===== src/sv/pm_frame_parse_average_top_assert.svh =====
// Assertion macros for the particulate frame decoder top level.
`ifndef PM_FRAME_PARSE_AVERAGE_TOP_ASSERT_SVH
`define PM_FRAME_PARSE_AVERAGE_TOP_ASSERT_SVH

// Whenever ante holds, cons must hold in the same cycle.
`define PFPA_ASSERT_IMPLY(label, clk, rst_n, ante, cons) \
  label: assert property (@(posedge clk) disable iff (!rst_n) (ante) |-> (cons)) \
    else $error("pfpa: implication violated");

// cond must never hold.
`define PFPA_ASSERT_NEVER(label, clk, rst_n, cond) \
  label: assert property (@(posedge clk) disable iff (!rst_n) !(cond)) \
    else $error("pfpa: forbidden condition seen");

`endif


===== src/sv/pfpa_pkg.sv =====
// Shared constants, codes and types of the particulate frame decoder.
`timescale 1ns / 1ps
package pfpa_pkg;

  localparam int FRAME_LEN  = 10;
  localparam int POS_BITS   = $clog2(FRAME_LEN + 1);
  localparam int COUNT_BITS = 16;
  localparam int SUM_BITS   = 32;
  localparam int WORD_BITS  = 16;
  localparam int STEP_BITS  = $clog2(SUM_BITS);
  localparam int Q_DEPTH    = 4;
  localparam int Q_PTR_BITS = $clog2(Q_DEPTH);

  localparam logic [7:0] HEAD_BYTE = 8'hAA;
  localparam logic [7:0] CMD_BYTE  = 8'hC0;
  localparam logic [7:0] TAIL_BYTE = 8'hAB;

  localparam logic [COUNT_BITS-1:0] COUNT_MAX = '1;

  typedef enum logic [1:0] {
    ST_OK     = 2'd0,
    ST_ERR    = 2'd1,
    ST_NODATA = 2'd2
  } status_e;

  typedef enum logic [1:0] {
    OP_ADD = 2'd0,
    OP_ERR = 2'd1,
    OP_EOB = 2'd2
  } op_e;

  typedef enum logic [1:0] {
    BK_IDLE = 2'd0,
    BK_DIV  = 2'd1,
    BK_DONE = 2'd2
  } back_state_e;

  typedef struct packed {
    op_e                  op;
    logic                 head_seen;
    logic [WORD_BITS-1:0] pm25;
    logic [WORD_BITS-1:0] pm10;
  } cmd_t;

  typedef struct packed {
    logic full;
    logic empty;
  } q_stat_t;

endpackage


===== src/sv/pfpa_if.sv =====
// Handshake interfaces for the input byte channel and the result channel.
`timescale 1ns / 1ps
interface pfpa_in_if ();
  logic       valid;
  logic       ready;
  logic       func;
  logic [7:0] byte_value;

  modport source (output valid, func, byte_value, input ready);
  modport sink (input valid, func, byte_value, output ready);
endinterface

interface pfpa_out_if ();
  logic        valid;
  logic        ready;
  logic [1:0]  status;
  logic [15:0] pm25_avg;
  logic [15:0] pm10_avg;

  modport source (output valid, status, pm25_avg, pm10_avg, input ready);
  modport sink (input valid, status, pm25_avg, pm10_avg, output ready);
endinterface


===== src/sv/pfpa_front.sv =====
// Front end: frame store, head detection, frame checks and command issue.
`timescale 1ns / 1ps
module pfpa_front (
  input  logic              clk_i,
  input  logic              rst_ni,
  pfpa_in_if.sink           in_i,
  input  pfpa_pkg::q_stat_t q_stat_i,
  output logic              q_push_o,
  output pfpa_pkg::cmd_t    q_cmd_o
);

  logic [7:0]                    bytes_q [pfpa_pkg::FRAME_LEN];
  logic [pfpa_pkg::POS_BITS-1:0] pos_q, pos_d;
  logic                          head_q, head_d;
  logic                          wr_en;
  logic [pfpa_pkg::POS_BITS-1:0] wr_idx;
  logic                          accept;
  logic [7:0]                    crc;
  logic                          frame_ok;
  logic                          is_head;

  assign in_i.ready = !q_stat_i.full;
  assign accept     = in_i.valid && in_i.ready;
  assign is_head    = (in_i.byte_value == pfpa_pkg::HEAD_BYTE);

  assign crc = bytes_q[2] + bytes_q[3] + bytes_q[4] + bytes_q[5] + bytes_q[6] + bytes_q[7];
  assign frame_ok = (pos_q == pfpa_pkg::POS_BITS'(pfpa_pkg::FRAME_LEN)) &&
                    (bytes_q[1] == pfpa_pkg::CMD_BYTE) &&
                    (bytes_q[9] == pfpa_pkg::TAIL_BYTE);

  always_comb begin
    q_push_o          = 1'b0;
    q_cmd_o.op        = pfpa_pkg::OP_ADD;
    q_cmd_o.head_seen = head_q;
    q_cmd_o.pm25      = {bytes_q[3], bytes_q[2]};
    q_cmd_o.pm10      = {bytes_q[5], bytes_q[4]};
    head_d            = head_q;
    pos_d             = pos_q;
    wr_en             = 1'b0;
    wr_idx            = '0;
    if (accept) begin
      if (in_i.func) begin
        q_push_o   = 1'b1;
        q_cmd_o.op = pfpa_pkg::OP_EOB;
      end else if (is_head && head_q && frame_ok && (crc != bytes_q[8])) begin
        // Bad checksum: report, keep the store and drop this head byte.
        q_push_o   = 1'b1;
        q_cmd_o.op = pfpa_pkg::OP_ERR;
      end else begin
        if (is_head && head_q && frame_ok) begin
          q_push_o = 1'b1;
        end
        wr_en = 1'b1;
        if (is_head || (pos_q >= pfpa_pkg::POS_BITS'(pfpa_pkg::FRAME_LEN))) begin
          head_d = head_q | is_head;
          wr_idx = '0;
          pos_d  = pfpa_pkg::POS_BITS'(1);
        end else begin
          wr_idx = pos_q;
          pos_d  = pos_q + pfpa_pkg::POS_BITS'(1);
        end
      end
    end
  end

  always_ff @(posedge clk_i or negedge rst_ni) begin
    if (!rst_ni) begin
      pos_q  <= '0;
      head_q <= 1'b0;
    end else begin
      pos_q  <= pos_d;
      head_q <= head_d;
    end
  end

  always_ff @(posedge clk_i) begin
    if (wr_en) begin
      bytes_q[wr_idx] <= in_i.byte_value;
    end
  end

endmodule


===== src/sv/pfpa_queue.sv =====
// Short command queue between the front end and the back end.
`timescale 1ns / 1ps
module pfpa_queue (
  input  logic              clk_i,
  input  logic              rst_ni,
  input  logic              push_i,
  input  pfpa_pkg::cmd_t    push_cmd_i,
  input  logic              pop_i,
  output pfpa_pkg::cmd_t    head_cmd_o,
  output pfpa_pkg::q_stat_t stat_o
);

  pfpa_pkg::cmd_t                  entries_q [pfpa_pkg::Q_DEPTH];
  logic [pfpa_pkg::Q_PTR_BITS-1:0] wr_ptr_q, rd_ptr_q;
  logic [pfpa_pkg::Q_PTR_BITS:0]   count_q;

  assign head_cmd_o   = entries_q[rd_ptr_q];
  assign stat_o.full  = (count_q == (pfpa_pkg::Q_PTR_BITS + 1)'(pfpa_pkg::Q_DEPTH));
  assign stat_o.empty = (count_q == '0);

  always_ff @(posedge clk_i or negedge rst_ni) begin
    if (!rst_ni) begin
      wr_ptr_q <= '0;
      rd_ptr_q <= '0;
      count_q  <= '0;
    end else begin
      if (push_i) begin
        wr_ptr_q <= wr_ptr_q + pfpa_pkg::Q_PTR_BITS'(1);
      end
      if (pop_i) begin
        rd_ptr_q <= rd_ptr_q + pfpa_pkg::Q_PTR_BITS'(1);
      end
      if (push_i && !pop_i) begin
        count_q <= count_q + (pfpa_pkg::Q_PTR_BITS + 1)'(1);
      end else if (pop_i && !push_i) begin
        count_q <= count_q - (pfpa_pkg::Q_PTR_BITS + 1)'(1);
      end
    end
  end

  always_ff @(posedge clk_i) begin
    if (push_i) begin
      entries_q[wr_ptr_q] <= push_cmd_i;
    end
  end

endmodule


===== src/sv/pfpa_back.sv =====
// Back end: burst sums, frame count, serial divider and result register.
`timescale 1ns / 1ps
module pfpa_back (
  input  logic              clk_i,
  input  logic              rst_ni,
  input  pfpa_pkg::cmd_t    q_cmd_i,
  input  pfpa_pkg::q_stat_t q_stat_i,
  output logic              q_pop_o,
  pfpa_out_if.source        out_o
);

  localparam int CB = pfpa_pkg::COUNT_BITS;
  localparam int SB = pfpa_pkg::SUM_BITS;
  localparam int WB = pfpa_pkg::WORD_BITS;

  pfpa_pkg::back_state_e          state_q, state_d;
  logic [CB-1:0]                  count_q, count_d;
  logic [SB-1:0]                  sum25_q, sum25_d, sum10_q, sum10_d;
  logic [SB-1:0]                  div25_q, div25_d, div10_q, div10_d;
  logic [CB:0]                    rem25_q, rem25_d, rem10_q, rem10_d;
  logic [pfpa_pkg::STEP_BITS-1:0] step_q, step_d;
  logic                           out_valid_q, out_valid_d;
  logic [1:0]                     out_status_q, out_status_d;
  logic [WB-1:0]                  out25_q, out25_d, out10_q, out10_d;

  logic          slot_free;
  logic          load_out;
  logic [SB:0]   add25, add10;
  logic [CB:0]   sh25, sh10, divisor;
  logic          ge25, ge10;

  assign slot_free = !out_valid_q || out_o.ready;

  assign add25 = {1'b0, sum25_q} + (SB + 1)'(q_cmd_i.pm25);
  assign add10 = {1'b0, sum10_q} + (SB + 1)'(q_cmd_i.pm10);

  // One restoring division step per cycle for both sums.
  assign divisor = {1'b0, count_q};
  assign sh25    = {rem25_q[CB-1:0], div25_q[SB-1]};
  assign sh10    = {rem10_q[CB-1:0], div10_q[SB-1]};
  assign ge25    = (sh25 >= divisor);
  assign ge10    = (sh10 >= divisor);

  always_comb begin
    state_d      = state_q;
    count_d      = count_q;
    sum25_d      = sum25_q;
    sum10_d      = sum10_q;
    div25_d      = div25_q;
    div10_d      = div10_q;
    rem25_d      = rem25_q;
    rem10_d      = rem10_q;
    step_d       = step_q;
    q_pop_o      = 1'b0;
    load_out     = 1'b0;
    out_status_d = out_status_q;
    out25_d      = out25_q;
    out10_d      = out10_q;
    case (state_q)
      pfpa_pkg::BK_IDLE: begin
        if (!q_stat_i.empty) begin
          case (q_cmd_i.op)
            pfpa_pkg::OP_ADD: begin
              q_pop_o = 1'b1;
              if (count_q != pfpa_pkg::COUNT_MAX) begin
                count_d = count_q + CB'(1);
                sum25_d = add25[SB] ? '1 : add25[SB-1:0];
                sum10_d = add10[SB] ? '1 : add10[SB-1:0];
              end
            end
            pfpa_pkg::OP_ERR: begin
              if (slot_free) begin
                q_pop_o      = 1'b1;
                load_out     = 1'b1;
                out_status_d = pfpa_pkg::ST_ERR;
                out25_d      = '0;
                out10_d      = '0;
                count_d      = '0;
                sum25_d      = '0;
                sum10_d      = '0;
              end
            end
            pfpa_pkg::OP_EOB: begin
              if (q_cmd_i.head_seen && (count_q != '0)) begin
                div25_d = sum25_q;
                div10_d = sum10_q;
                rem25_d = '0;
                rem10_d = '0;
                step_d  = '0;
                state_d = pfpa_pkg::BK_DIV;
              end else if (slot_free) begin
                q_pop_o      = 1'b1;
                load_out     = 1'b1;
                out_status_d = pfpa_pkg::ST_NODATA;
                out25_d      = '0;
                out10_d      = '0;
                count_d      = '0;
                sum25_d      = '0;
                sum10_d      = '0;
              end
            end
            default: begin
              q_pop_o = 1'b1;
            end
          endcase
        end
      end
      pfpa_pkg::BK_DIV: begin
        rem25_d = ge25 ? (sh25 - divisor) : sh25;
        rem10_d = ge10 ? (sh10 - divisor) : sh10;
        div25_d = {div25_q[SB-2:0], ge25};
        div10_d = {div10_q[SB-2:0], ge10};
        step_d  = step_q + pfpa_pkg::STEP_BITS'(1);
        if (step_q == pfpa_pkg::STEP_BITS'(SB - 1)) begin
          state_d = pfpa_pkg::BK_DONE;
        end
      end
      pfpa_pkg::BK_DONE: begin
        // Hold the quotients until the result register frees up.
        if (slot_free) begin
          q_pop_o      = 1'b1;
          load_out     = 1'b1;
          out_status_d = pfpa_pkg::ST_OK;
          out25_d      = div25_q[WB-1:0];
          out10_d      = div10_q[WB-1:0];
          count_d      = '0;
          sum25_d      = '0;
          sum10_d      = '0;
          state_d      = pfpa_pkg::BK_IDLE;
        end
      end
      default: begin
        state_d = pfpa_pkg::BK_IDLE;
      end
    endcase
  end

  always_comb begin
    out_valid_d = out_valid_q;
    if (load_out) begin
      out_valid_d = 1'b1;
    end else if (out_o.ready) begin
      out_valid_d = 1'b0;
    end
  end

  always_ff @(posedge clk_i or negedge rst_ni) begin
    if (!rst_ni) begin
      state_q     <= pfpa_pkg::BK_IDLE;
      count_q     <= '0;
      sum25_q     <= '0;
      sum10_q     <= '0;
      step_q      <= '0;
      out_valid_q <= 1'b0;
    end else begin
      state_q     <= state_d;
      count_q     <= count_d;
      sum25_q     <= sum25_d;
      sum10_q     <= sum10_d;
      step_q      <= step_d;
      out_valid_q <= out_valid_d;
    end
  end

  always_ff @(posedge clk_i) begin
    div25_q      <= div25_d;
    div10_q      <= div10_d;
    rem25_q      <= rem25_d;
    rem10_q      <= rem10_d;
    out_status_q <= out_status_d;
    out25_q      <= out25_d;
    out10_q      <= out10_d;
  end

  assign out_o.valid    = out_valid_q;
  assign out_o.status   = out_status_q;
  assign out_o.pm25_avg = out25_q;
  assign out_o.pm10_avg = out10_q;

endmodule


===== src/sv/pm_frame_parse_average_top.sv =====
// Particulate sensor frame decoder with burst averaging (top level).
//
// in_i carries one transaction per serial byte (func = 0, byte_value) or per
// end-of-burst marker (func = 1). out_o carries status, pm25_avg, pm10_avg.
// Bytes are taken one per cycle while the command queue is not full; a frame
// is judged when the next 0xAA head byte arrives. A bad checksum gives a
// status 1 result; end of burst gives the averages (status 0) or no data
// (status 2). An error or no-data result passes through the command queue and
// then the result register; an end-of-burst result with averages also waits
// for the back end's bit-serial divider, which works one quotient bit of
// both sums a cycle.
// The front end keeps taking bytes while the back end divides, until the
// four-entry command queue fills; then ready drops until the back end pops one.
// Reset clears position, head flag, count, sums, queue and result valid;
// no clearing pass is needed. When the receiver stalls, the result register
// holds and the back end waits at its next result, so commands queue up.
`timescale 1ns / 1ps
`include "pm_frame_parse_average_top_assert.svh"
module pm_frame_parse_average_top (
  input  logic        clk_i,
  input  logic        rst_ni,
  pfpa_in_if.sink     in_i,
  pfpa_out_if.source  out_o
);

  logic              q_push;
  logic              q_pop;
  pfpa_pkg::cmd_t    push_cmd;
  pfpa_pkg::cmd_t    head_cmd;
  pfpa_pkg::q_stat_t q_stat;

  pfpa_front u_front (
    .clk_i    (clk_i),
    .rst_ni   (rst_ni),
    .in_i     (in_i),
    .q_stat_i (q_stat),
    .q_push_o (q_push),
    .q_cmd_o  (push_cmd)
  );

  pfpa_queue u_queue (
    .clk_i      (clk_i),
    .rst_ni     (rst_ni),
    .push_i     (q_push),
    .push_cmd_i (push_cmd),
    .pop_i      (q_pop),
    .head_cmd_o (head_cmd),
    .stat_o     (q_stat)
  );

  pfpa_back u_back (
    .clk_i    (clk_i),
    .rst_ni   (rst_ni),
    .q_cmd_i  (head_cmd),
    .q_stat_i (q_stat),
    .q_pop_o  (q_pop),
    .out_o    (out_o)
  );

  `PFPA_ASSERT_NEVER(a_no_push_when_full, clk_i, rst_ni, q_push && q_stat.full)
  `PFPA_ASSERT_NEVER(a_no_pop_when_empty, clk_i, rst_ni, q_pop && q_stat.empty)
  `PFPA_ASSERT_IMPLY(a_zero_avg_unless_ok, clk_i, rst_ni,
      out_o.valid && (out_o.status != pfpa_pkg::ST_OK),
      (out_o.pm25_avg == '0) && (out_o.pm10_avg == '0))

endmodule

===== src/flat_wrapper.sv =====
// flat-port wrapper written by rule: the top's interface ports become plain ports
module pm_frame_parse_average_top_flat 
  (clk_i, rst_ni, in_i_valid, in_i_func, in_i_byte_value, in_i_ready, out_o_valid, out_o_status, out_o_pm25_avg, out_o_pm10_avg, out_o_ready);
  pfpa_in_if in_i_i ();
  pfpa_out_if out_o_i ();
  input  logic clk_i;
  input  logic rst_ni;
  input wire logic [$bits(in_i_i.valid)-1:0] in_i_valid;
  input wire logic [$bits(in_i_i.func)-1:0] in_i_func;
  input wire logic [$bits(in_i_i.byte_value)-1:0] in_i_byte_value;
  output wire logic [$bits(in_i_i.ready)-1:0] in_i_ready;
  output wire logic [$bits(out_o_i.valid)-1:0] out_o_valid;
  output wire logic [$bits(out_o_i.status)-1:0] out_o_status;
  output wire logic [$bits(out_o_i.pm25_avg)-1:0] out_o_pm25_avg;
  output wire logic [$bits(out_o_i.pm10_avg)-1:0] out_o_pm10_avg;
  input wire logic [$bits(out_o_i.ready)-1:0] out_o_ready;
  assign in_i_i.valid = in_i_valid;
  assign in_i_i.func = in_i_func;
  assign in_i_i.byte_value = in_i_byte_value;
  assign in_i_ready = in_i_i.ready;
  assign out_o_valid = out_o_i.valid;
  assign out_o_status = out_o_i.status;
  assign out_o_pm25_avg = out_o_i.pm25_avg;
  assign out_o_pm10_avg = out_o_i.pm10_avg;
  assign out_o_i.ready = out_o_ready;
  pm_frame_parse_average_top u_core (.clk_i(clk_i), .rst_ni(rst_ni), .in_i(in_i_i), .out_o(out_o_i));
endmodule

===== config.mk =====
export PLATFORM = sky130hd
export DESIGN_NAME = pm_frame_parse_average_top_flat
export DESIGN_NICKNAME = d
export VERILOG_FILES = /design/src/sv/pfpa_pkg.sv /design/src/sv/pfpa_if.sv /design/src/sv/pfpa_front.sv /design/src/sv/pfpa_queue.sv /design/src/sv/pfpa_back.sv /design/src/sv/pm_frame_parse_average_top.sv /design/src/flat_wrapper.sv
export VERILOG_INCLUDE_DIRS = /design/src /design/src/sv
export SDC_FILE = /design/constraint.sdc
export NUM_CORES = 1
export LEC_CHECK = 0
export BUFFER_PORTS_ARGS = -buffer_cell sky130_fd_sc_hd__clkbuf_2
export CAP_MARGIN = 10
export CORE_MARGIN = 10
export CORE_UTILIZATION = 45
export CTS_CLUSTER_SIZE = 28
export DETAILED_ROUTE_END_ITERATION = 10
export PLACE_DENSITY_LB_ADDON = 0.15
export RECOVER_POWER = 100
export SLEW_MARGIN = 15
export SYNTH_ARGS = -nofsm -noshare
export SYNTH_HDL_FRONTEND = slang
export SYNTH_SLANG_ARGS = --single-unit

===== constraint.sdc =====
create_clock -name clk_i -period 4.2 [get_ports clk_i]
set_input_delay 0.63 -clock clk_i [delete_from_list [all_inputs] [get_ports clk_i]]
set_output_delay 0.63 -clock clk_i [all_outputs]
set_load 0.02 [all_outputs]

## Yosys cells after proc, flatten, opt, wreduce, memory -nomap -nowiden

Memory sizes are Yosys's and may differ from the RTL's.
Cells that the tools add are included.

- Logic and storage cells: 189
- Bits in writable memories: 220
- Bits in registers: 230
- ROM bits: 0
- Latch bits: 0
- Memories kept: 2

Memories:

| name | depth | bits a word | read ports | clocked after Yosys merged registers in | write ports | RTL line | RTL |
|---|---|---|---|---|---|---|---|
| u_core.u_queue.entries_q | 4 | 35 | 1 | 0 | 1 | pfpa_queue.sv:13 | `pfpa_pkg::cmd_t entries_q [pfpa_pkg::Q_DEPTH];` |
| u_core.u_front.bytes_q | 10 | 8 | 9 | 0 | 1 | pfpa_front.sv:12 | `logic [7:0] bytes_q [pfpa_pkg::FRAME_LEN];` |

- Eq/ne operators: 23
- Muxes and demuxes: 94
- Multipliers: 0
- Shifts and indexed selects: 0
- $lt $le $gt $ge: 3
- Div/mod/pow operators: 0
- Reduce and logical (&&, ||, !) cells: 30
- Bitwise logic cells: 3
- Add/sub/neg operators: 16

Operators with widths:

| operator | count |
|---|---|
| 32-bit 2-to-1 mux | 16 |
| 16-bit 2-to-1 mux | 17 |
| 32-bit one-hot mux with 2 select lines | 4 |
| 16-bit one-hot mux with 2 select lines | 7 |
| 32-bit one-hot mux with 3 select lines | 2 |
| 32-bit by 16-bit adder with 33-bit output | 2 |
| 16-bit one-hot mux with 3 select lines | 1 |
| 8-bit adder | 5 |
| 17-bit by 16-bit >= comparator with 1-bit output | 2 |
| 16-bit subtractor | 2 |
| 8-bit equality test, second input constant | 3 |
| 2-bit 2-to-1 mux | 11 |
| 4-bit 2-to-1 mux | 5 |
| 1-bit 2-to-1 mux | 18 |
| 16-bit by 1-bit adder with 16-bit output, second input constant | 1 |
| 16-bit inequality test, second input constant | 1 |
| 16-bit nonzero test | 1 |
| 5-bit 2-to-1 mux | 3 |
| 5-bit AND reduction | 3 |
| 3-bit inequality test, second input constant | 4 |
| 5-bit one-hot mux with 2 select lines | 1 |
| 1-bit logical AND | 9 |
| 2-bit inequality test, second input constant | 4 |
| 8-bit inequality test | 1 |
| other kinds (28) | 46 |

## Logic depth before layout (Yosys ltp)

Gate-level depths: netlist of run 1.
An unclocked memory read counts as a cell.

- Depth in word-level cells: 15
- Mapped depth: 16

## Hierarchy

Synthesis of run 1 repeated with hierarchy kept, for this count alone.

- Cell total of the unflattened synthesis: 1861
- Area, all modules: 22312.6 sq um

By module, submodules not included:

| module | area each (sq um) | cells an instance | instances |
|---|---|---|---|
| pfpa_back | 13107.6 | 1404 | 1 |
| pfpa_queue | 5500.3 | 217 | 1 |
| pfpa_front | 3704.8 | 240 | 1 |

## Worst setup path after synthesis of run 1

Ideal clock, no wire load.

- Kind: reg-to-reg
- From: register u_core.u_queue.rd_ptr_q[0] (netlist bit)
- To: register u_core.u_back.out10_q[0], in the netlist u_core.u_back.out_o.pm10_avg[0], enable pin
- Period minus slack after synthesis: 4.387 ns
- Arrival time: 3.917 ns
- Path slack: -0.187 ns
- Stages on the path, launching flop included: 7
- Setup time: 0.470 ns
- Cell sequence: dfrtp_1 -> buf_6 -> mux4_2 -> ha_1 -> nand3_2 -> o211ai_1 -> a211oi_1

- Word-level cells in the longest chain between the ends: 4
- Elaborated cells on any way between the ends: 7

RTL lines:

| item | RTL line | RTL |
|---|---|---|
| start, declared | pfpa_queue.sv:14 | `logic [pfpa_pkg::Q_PTR_BITS-1:0] wr_ptr_q, rd_ptr_q;` |
| start signal, assigned | pfpa_queue.sv:31 | `rd_ptr_q <= rd_ptr_q + pfpa_pkg::Q_PTR_BITS'(1);` |
| memory read 4 x 35 bit (*) | - |  |
| 2-bit equality test (tied with other cells) | pfpa_back.sv:62 | `case (q_cmd_i.op)` |
| 3-bit by 1-bit inequality test with 1-bit output (no line) / 3-bit inequality test (equally long branches) | - |  |
| 5-bit AND reduction (no line) (*) | - |  |
| end signal, assigned | pfpa_back.sv:172 | `out10_q <= out10_d;` |
| end, declared | pfpa_back.sv:24 | `logic [WB-1:0] out25_q, out25_d, out10_q, out10_d;` |

Mark *: on every way between the ends. The rest lies on a longest branch, timed or not.
A chain may end at the register's enable or synchronous reset.

==> flow_summary_export.csv, run 1 <==
group,metric,value,unit
run_status,result_of_the_run,"finished, violations left",
run_status,failed_checks,"capacitance limit, slew limit",
power,power.density,820,nW/um2
timing,worstMarginPinSlew,1800,ps
cts,clk_latency,600,ps
yosys,synthesis.area_per_instance,12.1,um2
hold_path,worst_hold_startpoint,"out_o_ready",
detailed_routing,wl_per_cell,19.0,um
power,p_int,0.0126,W
power,total_switching_power,0.00780,W
final_layout,finalInstanceArea,24900,um2
cts,cts.hold.buffers_added,0,
cts,tritoncts,"built",
hold_path,hp-class,"input pin to flop",
placed_design,placedInstanceArea,23200,um2
critical_path,cp_data_required_time,4560,ps
timing,fin_worst_skew,10.6,ps
yosys,syn-instance-count,1794,
power,p_leak,9.83,nW
yosys,synth-seq-cells,442,
critical_path,timing.critical_path.to_type,"flop",
floorplanning,die_h,240,um
floorplanning,dieArea,57500,um2
global_routing,wire_length_of_the_first_global_routing_pass,78700,um
yosys,yosys.cell_count.top_type,"edfxtp_1",
global_routing,grt_overflow,0,
cts,htreeDepth,2,
final_layout,final_net_count,2021,
global_routing,pin_count_of_the_biggest_net_entering_global_routing,64,
power,power.sequential.fraction,33.7,%
floorplanning,core_area,47700,um2
cts,cts.sink_count,442,
yosys,synth_sequential_area_ratio,58.8,%
run,max_cap_viol_count,1,
power,pwr-share-comb,44.1,%
floorplanning,top_level_ports,49,
final_layout,post_layout_nonfiller_instances,2547,
critical_path,regToRegStartpoint,"u_core.u_front.bytes_q[5][2]",
timing,timing.final.crit_share,96.3,%
final_layout,finish.utilization,52.1,%
critical_path,ws_path_type,"flop to flop",
timing,slew-limit-headroom,-20.2,%
yosys,synth_largest_type_area_fraction,47.2,%
critical_path,start_kind,"flop",
placed_design,placement.io_buffers,48,
cts,ctsRootBufferMaster,"clkbuf_16",
timing,setup-violations-final,0,
yosys,number_of_synthesized_flops_with_an_enable_pin,342,
timing,timing.fmax,247,MHz
timing,grt_setup_unrepaired,"false",
placed_design,post-dp-hpwl,33400,um
cts,clk_pin_slew,60,ps
yosys,synthesis.yosys.warnings,0,
placed_design,gp_congestion,0.843,
floorplanning,start_util,45.5,%
floorplanning,fp.dieW,240,um
yosys,synthDominantAreaCellType,"edfxtp_1",
critical_path,setup.worst_path.start,"u_core.u_front.bytes_q[5][2]",
final_layout,area_delta_synth_final,14.4,%
detailed_routing,drtIter0Drc,1100,
yosys,net_count_after_synthesis,1923,
yosys,synth_common_cells,"edfxtp_1 (342), nand2_1 (288), o21ai_0 (107)",
yosys,asyncSetResetFlopFracSynth,22.6,%
detailed_routing,drt_pre_antenna_iters,6,
global_routing,grt.total_usage,17.3,%
yosys,synth_area_leaders,"edfxtp_1 (47%), dfrtp_1 (12%), nand2_1 (5.0%)",
yosys,synthesis.area,21700,um2
power,clock_power_share,22.1,%
detailed_routing,count_of_antenna_violating_nets_left_after_detailed_routing,0,
detailed_routing,num_vias,14068,
cts,tritoncts.num_buffers,49,
power,p_sw_share,38.3,%
final_layout,post_route_cells_drive_above_1_share,12.1,%
placed_design,instance_count_after_placement_with_tap_cells_included,2455,
global_routing,initial_antenna_violation_count,1,
critical_path,path_max_fanout,8,
detailed_routing,drc,0,
power,vdd.ir_drop.worst,0.000403,V
detailed_routing,per_cell_via_count_in_the_routed_design,5.52,
yosys,synth_top_flop_cell,"edfxtp_1",
cts,clock_path_buffers,3,
detailed_routing,wl_final,48300,um
timing,fin_crit,4040,ps
critical_path,cp_data_arrival_time,4400,ps
global_routing,vias_in_the_first_global_route,14200,
timing,final-max-slew-violation-count,63,
floorplanning,std_cell_rows,80,
yosys,synth.lib_cells_used.distinct,71,
timing,hold_violations,0,
==> cell type report <==
| class | count | area, um2 |
|---|---|---|
| Antenna cell | 1 | 2.50 |
| Clock buffer | 52 | 1240 |
| Clock inverter | 38 | 470 |
| Fill cell | 4127 | 22900 |
| Inverter | 91 | 344 |
| Multi-Input combinational cell | 1195 | 8450 |
| Sequential cell | 442 | 12800 |
| Tap cell | 615 | 769 |
| Timing Repair Buffer | 113 | 816 |
==> metal layers <==
layer,part of all wire [%],vias to the layer above,routed length (um),GRT usage [%]
li1,-,6768,-,-
met1,48,6963,23100,24.6
met2,46,266,22000,27.1
met3,4.4,71,2150,2.79
met4,2.1,0,1010,4.30
met5,0,-,0,0
==> power groups by stage <==
| stage | clock [W] | sequential, W | combinational (W) |
|---|---|---|---|
| after floorplan | 0 | 0.00683 | 0.00662 |
| after global placement | 0 | 0.00693 | 0.00881 |
| after detailed placement | 0 | 0.00696 | 0.00895 |
| after CTS | 0.00462 | 0.00688 | 0.00906 |
| after global routing | 0.00479 | 0.00701 | 0.0101 |
| final | 0.00451 | 0.00687 | 0.00900 |
==> flip-flops by register name (all words and copies together) (netlist names), 3 cells and up <==
| signal | count |
|---|---|
| u_core.u_queue.entries_q | 140 |
| u_core.u_front.bytes_q | 72 |
| u_core.u_back.div10_q | 32 |
| u_core.u_back.div25_q | 32 |
| u_core.u_back.sum10_q | 32 |
| u_core.u_back.sum25_q | 32 |
| u_core.u_back.count_q | 16 |
| u_core.u_back.out_o.pm10_avg | 16 |
| u_core.u_back.out_o.pm25_avg | 16 |
| u_core.u_back.rem10_q | 16 |
| u_core.u_back.rem25_q | 16 |
| u_core.u_back.step_q | 5 |
| u_core.u_front.pos_q | 4 |
| u_core.u_queue.count_q | 3 |
==> per-stage QoR <==
| step | hold WS (ps) | power, W | setup WS, ps | setup TNS [ps] |
|---|---|---|---|---|
| 2_1_floorplan | 334 | 0.0135 | 7.13 | 0 |
| 3_3_place_gp | 489 | 0.0157 | -55.8 | -514 |
| 3_5_place_dp | 494 | 0.0159 | -70.1 | -624 |
| 4_1_cts | 174 | 0.0206 | 6.79 | 0 |
| 5_1_grt | 454 | 0.0219 | 9.11 | 0 |
| 6_report | 453 | 0.0204 | 156 | 0 |
==> repair_timing <==
action                                  in CTS  in global routing
resized for setup                            4                  3
pin swaps                                    7                  6
buffers inserted                             0                  1
gates cloned                                 0                  0
endpoints found under the setup margin      15                 15
endpoints found under the hold margin        0                  0
==> cell families after synthesis <==
family,after synthesis,share of synthesized area (%)
AND/OR/NAND/NOR,610,13.0
flip-flops,442,58.8
AO/OA/AOI/OAI,338,10.0
buffers and inverters,157,2.79
adder cells (fa/ha/maj),116,7.78
XOR/XNOR,72,2.90
multiplexers,59,4.74
==> worst max-delay path, cell delays in order (launching register included) <==
cell      delay [ps]
edfxtp_1         420
fa_1             540
inv_1             50
fa_1             480
fa_1             540
inv_1             60
ha_4             160
fa_2             380
a21o_1           160
a21oi_1          180
xnor2_1          130
o41ai_4          380
a21oi_1          110
buf_4            190
==> path summary, 6_finish.rpt <==
check	end	slack (ps)	cells past startpoint
worst min-delay path	u_core.u_back.state_q[1]	450	3
worst min register to register	u_core.u_back.sum10_q[0]	510	2
min in group asynchronous	u_core.u_back.sum10_q[0]	510	1
worst max register to register	u_core.u_front.bytes_q[8][5]	160	13
max in group asynchronous	u_core.u_queue.rd_ptr_q[0]	2480	1
worst max-delay path	u_core.u_front.bytes_q[8][5]	160	13
==> cells in the final DEF (no fill, tap or decap), drive strengths merged, types with 10 or more instances in the layout <==
cell and n:
a21oi 55, o211ai 18, nor2 104, a21o 26, mux4 35, buf 51
ha 84, inv 93, o21a 13, mux2i 23, clkbuf 114, nand2b 10
nor3 25, fa 32, a22oi 11, edfxtp 342, a31oi 21, nand3 37
nor4 13, nor2b 11, o21ai 109, clkinv 23, xor2 27, and2 46
nand4 27, xnor2 45, nand2 288, a211oi 16, and3 16, dfrtp 100
Note: power is estimated with default switching activity, not from simulation.
==> run 2: changes to the inputs <==
CAP_MARGIN = default   (was 10)
SYNTH_HIERARCHICAL = 1   (was default)
==> flow_summary_export.csv, run 2 <==
group,metric,value,unit
run_status,result_of_the_run,"finished, violations left",
run_status,failed_checks,"capacitance limit, slew limit",
floorplanning,top_level_ports,49,
placed_design,placement.io_buffers,48,
yosys,net_count_after_synthesis,1990,
cts,htreeDepth,2,
timing,hold_violations,0,
timing,timing.setup.tns,0,ps
yosys,number_of_synthesized_flops_with_an_enable_pin,342,
floorplanning,dieArea,58900,um2
power,clock_power_share,22.2,%
power,total_switching_power,0.00752,W
global_routing,vias_in_the_first_global_route,14380,
critical_path,cp_data_arrival_time,4410,ps
global_routing,pin_count_of_the_biggest_net_entering_global_routing,88,
cts,ctsRootBufferMaster,"clkbuf_16",
final_layout,largest_register,"u_core/u_queue/entries_q",
power,pwr-share-comb,42.5,%
detailed_routing,drtIter0Drc,1143,
detailed_routing,wl_per_cell,18.9,um
detailed_routing,num_vias,14654,
power,p_sw_share,38.6,%
yosys,synthesis.area_per_instance,12.0,um2
final_layout,final_net_count,2067,
yosys,synth_top_flop_cell,"edfxtp_1",
final_layout,largestRegisters,"u_core/u_queue/entries_q x140, u_core/u_front/bytes_q x72",
detailed_routing,per_cell_via_count_in_the_routed_design,5.55,
yosys,synth_area_leaders,"edfxtp_1 (46%), dfrtp_1 (11%), nand2_1 (4.9%)",
final_layout,antenna_cells,0,
cts,clock_path_buffers,3,
detailed_routing,count_of_antenna_violating_nets_left_after_detailed_routing,0,
timing,timing.fmax,245,MHz
yosys,synth.lib_cells_used.distinct,88,
critical_path,timing.critical_path.to_type,"flop",
timing,fin_worst_skew,22.2,ps
yosys,synth_largest_type_area_fraction,46.0,%
yosys,synth-seq-cells,442,
yosys,synth_sequential_area_ratio,57.2,%
detailed_routing,wl_final,49900,um
critical_path,ws_path_type,"flop to flop",
yosys,asyncSetResetFlopFracSynth,22.6,%
cts,cts.sink_count,442,
power,total_power,0.0195,W
critical_path,start_kind,"flop",
yosys,synthDominantAreaCellType,"edfxtp_1",
floorplanning,core_area,49000,um2
critical_path,path_max_fanout,5,
floorplanning,fp.dieW,243,um
power,vdd.ir_drop.worst,0.000370,V
final_layout,most-common-layout-cells,"edfxtp_1 (342), nand2_1 (288), o21ai_0 (101)",
timing,fin_crit,4080,ps
timing,slew-limit-headroom,-20.3,%
global_routing,grt.total_usage,16.8,%
power,p_leak,10.1,nW
floorplanning,die_h,243,um
timing,worstMarginPinSlew,1790,ps
floorplanning,start_util,45.6,%
yosys,synth_common_cells,"edfxtp_1 (342), nand2_1 (289), inv_1 (101)",
cts,clk_latency,600,ps
global_routing,grt_overflow,0,
final_layout,nFillCells,4294,
cts,clk_pin_slew,60,ps
yosys,syn-instance-count,1861,
floorplanning,std_cell_rows,81,
run,max_cap_viol_count,1,
yosys,synthesis.yosys.warnings,6,
timing,timing.final.crit_share,97.2,%
cts,tritoncts,"built",
yosys,yosys.cell_count.top_type,"edfxtp_1",
critical_path,cp_data_required_time,4520,ps
detailed_routing,drc,0,
timing,final-max-slew-violation-count,9,
timing,setup-violations-final,0,
global_routing,initial_antenna_violation_count,0,
final_layout,layout.cells.most_common,"edfxtp_1",
critical_path,worst-r2r-setup-slack,120,ps
hold_path,hp-class,"input pin to flop",
power,power.density,782,nW/um2
detailed_routing,drt_pre_antenna_iters,5,
power,power.sequential.fraction,35.3,%
global_routing,wire_length_of_the_first_global_routing_pass,79600,um
yosys,synthesis.area,22300,um2
placed_design,gp_congestion,0.861,
final_layout,area_delta_synth_final,11.6,%
final_layout,largest_register_ffs,140,
power,p_int,0.0120,W
final_layout,post_route_cells_drive_above_1_share,9.15,%
cts,tritoncts.num_buffers,49,
placed_design,post-dp-hpwl,33800,um
timing,grt_setup_unrepaired,"false",
## run 2: logic make-up (layout without fill, tap and decap cells)
kind of cell | count (synthesis) | count (layout) | synth area share, %
simple gates | 620 | 620 | 13.1
compound gates | 374 | 374 | 10.8
fa+ha+maj | 116 | 116 | 7.58
xor+xnor | 69 | 69 | 2.77
flops | 442 | 442 | 57.2
buf+inv | 177 | 294 | 3.63
mux | 63 | 63 | 4.93
## run 2: layout make-up
class / count / area, um2 / area share, %
Sequential cell: 442 / 12800 / 51.3
Multi-Input combinational cell: 1242 / 8720 / 35.0
Clock buffer: 52 / 1260 / 5.05
Tap cell: 664 / 831 / 3.34
Timing Repair Buffer: 102 / 546 / 2.19
Clock inverter: 39 / 394 / 1.58
Inverter: 101 / 380 / 1.53
## run 2: worst paths after layout
kind                                              start                              end  depth (start not counted)
max                        u_core/u_front/bytes_q[4][2]  u_core/u_queue/entries_q[1][33]                         12
min                                  in_i_byte_value[2]     u_core/u_front/bytes_q[8][2]                          1
max reg2reg                u_core/u_front/bytes_q[4][2]  u_core/u_queue/entries_q[1][33]                         12
min reg2reg                     u_core/u_back/step_q[3]          u_core/u_back/step_q[3]                          1
max in group asynchronous                        rst_ni       u_core/u_queue/rd_ptr_q[0]                          3
min in group asynchronous                        rst_ni         u_core/u_back/sum25_q[6]                          2
## run 2: metrics by stage
step                instances  util, %  area (um2)  hold WS (ps)  setup WS [ps]
global placement         2549     47.9       23400           465            200
floorplan                1861        -       22300           334            444
global route             2642     50.9       24900           490           11.9
detailed placement       2549     47.9       23400           483            128
CTS                      2641     51.3       25100           349            110
finish                   2642     50.9       24900           453            119
## run 2: timing repair
item,CTS,global route
setup endpoints to repair,0,8
hold buffers,1,0
endpoints found under the hold margin,13,0
resized for setup,0,4
buffers inserted,0,1
## run 2: power groups by stage
stage / logic [W] / clock network, W / registers (W)
after floorplan: 0.00642 / 0 / 0.00672
after global placement: 0.00822 / 0 / 0.00692
after detailed placement: 0.00835 / 0 / 0.00695
after CTS: 0.00841 / 0.00444 / 0.00687
after global routing: 0.00926 / 0.00463 / 0.00703
final: 0.00827 / 0.00433 / 0.00688
## run 2: worst max-delay path, cell delays in order, from the launching register on
cell	delay [ps]
edfxtp_1	470
fa_1	570
inv_1	70
fa_1	490
fa_1	490
inv_1	40
ha_1	210
fa_1	490
xor2_1	180
nor4_1	260
nand4b_1	250
nor2_2	210
a21oi_2	100
## run 2: metal layers
metal / vias up / wire length (um) / track usage (%)
met5: - / 0 / 0
met4: 0 / 1130 / 5.24
met3: 70 / 2780 / 2.77
met2: 374 / 22800 / 26.4
met1: 7210 / 23200 / 23.3
li1: 7000 / - / -
==> run 3: changes to the inputs <==
CELL_PAD_IN_SITES_DETAIL_PLACEMENT = 1   (was default)
CELL_PAD_IN_SITES_GLOBAL_PLACEMENT = 1   (was default)
GPL_TIMING_DRIVEN = 0   (was default)
==> flow_summary_export.csv, run 3 (synthesis results as in run 2) <==
group,metric,value,unit
run_status,result_of_the_run,"finished, final reports clean",
critical_path,ws_path_type,"flop to flop",
cts,clk_pin_slew,70,ps
global_routing,grt_overflow,0,
hold_path,timing.hold.worst_path_depth,3,
placed_design,gp_congestion,0.851,
floorplanning,start_util,45.6,%
final_layout,multi_input_area,8820,um2
cts,tritoncts,"built",
detailed_routing,wl_final,59500,um
floorplanning,core_area,49000,um2
timing,slew-limit-headroom,4.92,%
critical_path,start_kind,"flop",
timing,hold_violations,0,
timing,timing.fmax,243,MHz
global_routing,vias_in_the_first_global_route,16129,
floorplanning,dieArea,58900,um2
final_layout,register_area,12800,um2
cts,ctsRootBufferMaster,"clkbuf_16",
placed_design,placement.io_buffers,48,
global_routing,wire_length_of_the_first_global_routing_pass,93400,um
final_layout,largestRegisters,"u_core/u_queue/entries_q x140, u_core/u_front/bytes_q x72",
detailed_routing,drtIter0Drc,966,
timing,final.setup.worst_slack,83.5,ps
final_layout,most-common-layout-cells,"edfxtp_1 (342), nand2_1 (289), dfrtp_1 (100)",
critical_path,cp_data_arrival_time,4490,ps
detailed_routing,wl_per_cell,22.1,um
critical_path,cp_data_required_time,4570,ps
run,max_cap_viol_count,0,
cts,htreeDepth,2,
detailed_routing,drc,0,
global_routing,pin_count_of_the_biggest_net_entering_global_routing,82,
floorplanning,top_level_ports,49,
placed_design,dpl_worst_slack,-207,ps
timing,grt_setup_unrepaired,"true",
floorplanning,fp.dieW,243,um
timing,final-max-slew-violation-count,0,
cts,clock_path_buffers,3,
floorplanning,die_h,243,um
cts,cts.sink_count,442,
power,vdd.ir_drop.worst,0.000365,V
timing,fin_worst_skew,43.0,ps
final_layout,antenna_cells,0,
timing,worstMarginPinSlew,1430,ps
detailed_routing,drt_pre_antenna_iters,5,
final_layout,final_net_count,2118,
hold_path,hp-class,"input pin to flop",
final_layout,layout.cells.most_common,"edfxtp_1",
floorplanning,std_cell_rows,81,
final_layout,largest_register,"u_core/u_queue/entries_q",
placed_design,post-dp-hpwl,43900,um
power,p_leak,10.4,nW
critical_path,path_max_fanout,4,
power,power.density,792,nW/um2
final_layout,area_delta_synth_final,14.0,%
timing,fin_crit,4120,ps
final_layout,nFillCells,5087,
critical_path,worst_r2r_path_depth,13,
placed_design,instance_count_after_placement_with_tap_cells_included,2585,
final_layout,post_route_cells_drive_above_1_share,12.3,%
timing,setup-violations-final,0,
cts,tritoncts.num_buffers,49,
detailed_routing,num_vias,15297,
detailed_routing,count_of_antenna_violating_nets_left_after_detailed_routing,0,
detailed_routing,per_cell_via_count_in_the_routed_design,5.68,
global_routing,grt.total_usage,20.1,%
final_layout,largest_register_ffs,140,
global_routing,initial_antenna_violation_count,2,
cts,clk_latency,630,ps
timing,timing.final.crit_share,98.0,%
critical_path,timing.critical_path.to_type,"flop",
final_layout,post_layout_nonfiller_instances,2693,
run 3: cell count changes in the layout (fill, tap and decap cells not counted), moves of 5 or more:
cell | previous run | this run
and2_0 | 5 | 0
buf_12 | 3 | 9
buf_2 | 0 | 25
clkbuf_2 | 14 | 39
o21ai_0 | 101 | 95
o21ai_1 | 3 | 9
run 3: worst paths after layout:
check                                                   from                         endpoint  slack [ps]
worst min register to register       u_core/u_back/step_q[3]          u_core/u_back/step_q[3]         490
min in group asynchronous                             rst_ni       u_core/u_queue/wr_ptr_q[1]         880
worst max register to register  u_core/u_front/bytes_q[4][2]  u_core/u_queue/entries_q[1][33]          80
max in group asynchronous                             rst_ni         u_core/u_back/sum25_q[1]        2200
worst max-delay path            u_core/u_front/bytes_q[4][2]  u_core/u_queue/entries_q[1][33]          80
worst min-delay path                               in_i_func          u_core/u_front/pos_q[3]         430
run 3: power breakdown:
| part | internal (W) | switching (W) | leakage, nW |
|---|---|---|---|
| Combinational | 0.00351 | 0.00550 | 5.07 |
| Clock | 0.00247 | 0.00183 | 0.785 |
| Sequential | 0.00613 | 0.000694 | 4.56 |
| Total | 0.0121 | 0.00802 | 10.4 |
run 3: metrics by stage:
step	setup TNS [ps]	hold slack [ps]	instance area [um2]	utilization [%]	power [W]
finish	0	431	25400	51.9	0.0201
detailed placement	-2000	490	23700	48.3	0.0158
global route	-318	433	25400	51.9	0.0216
floorplan	0	334	22300	-	0.0131
global placement	-98430	477	23400	47.8	0.0154
CTS	0	330	25400	51.9	0.0202
run 3: area by class of cell:
class | instances | share of cell area (%)
buffer | 76 | 1.68
clock buffer | 62 | 5.13
clock inverter | 29 | 1.26
inverter | 101 | 1.51
multi-input combinational | 1242 | 34.7
sequential | 442 | 50.2
tap | 664 | 3.27
timing repair buffer | 77 | 2.23
run 3: timing repair:
item / CTS / global route
setup endpoints to repair: 17 / 40
hold buffers: 1 / 0
pin swaps: 3 / 11
resized for setup: 4 / 10
buffers inserted: 10 / 6
endpoints found under the hold margin: 19 / 0
run 3: critical path: stages (launching register included):
cell      delay, ps
edfxtp_1        420
fa_1            580
inv_2            50
fa_1            470
fa_1            520
inv_1            50
ha_2            180
fa_1            470
xor2_1          170
nor4_2          300
nand4b_1        240
buf_4           200
nor2_4          130
a21oi_4          90
run 3: per-layer routing:
layer	global-route usage [%]	vias up	share of wire (%)	wire length, um
met4	5.77	0	2.4	1440
met3	3.31	77	4.2	2510
met1	26.6	7878	45	26700
li1	-	7077	-	-
met5	0	-	0	0
met2	33.5	265	48	28800
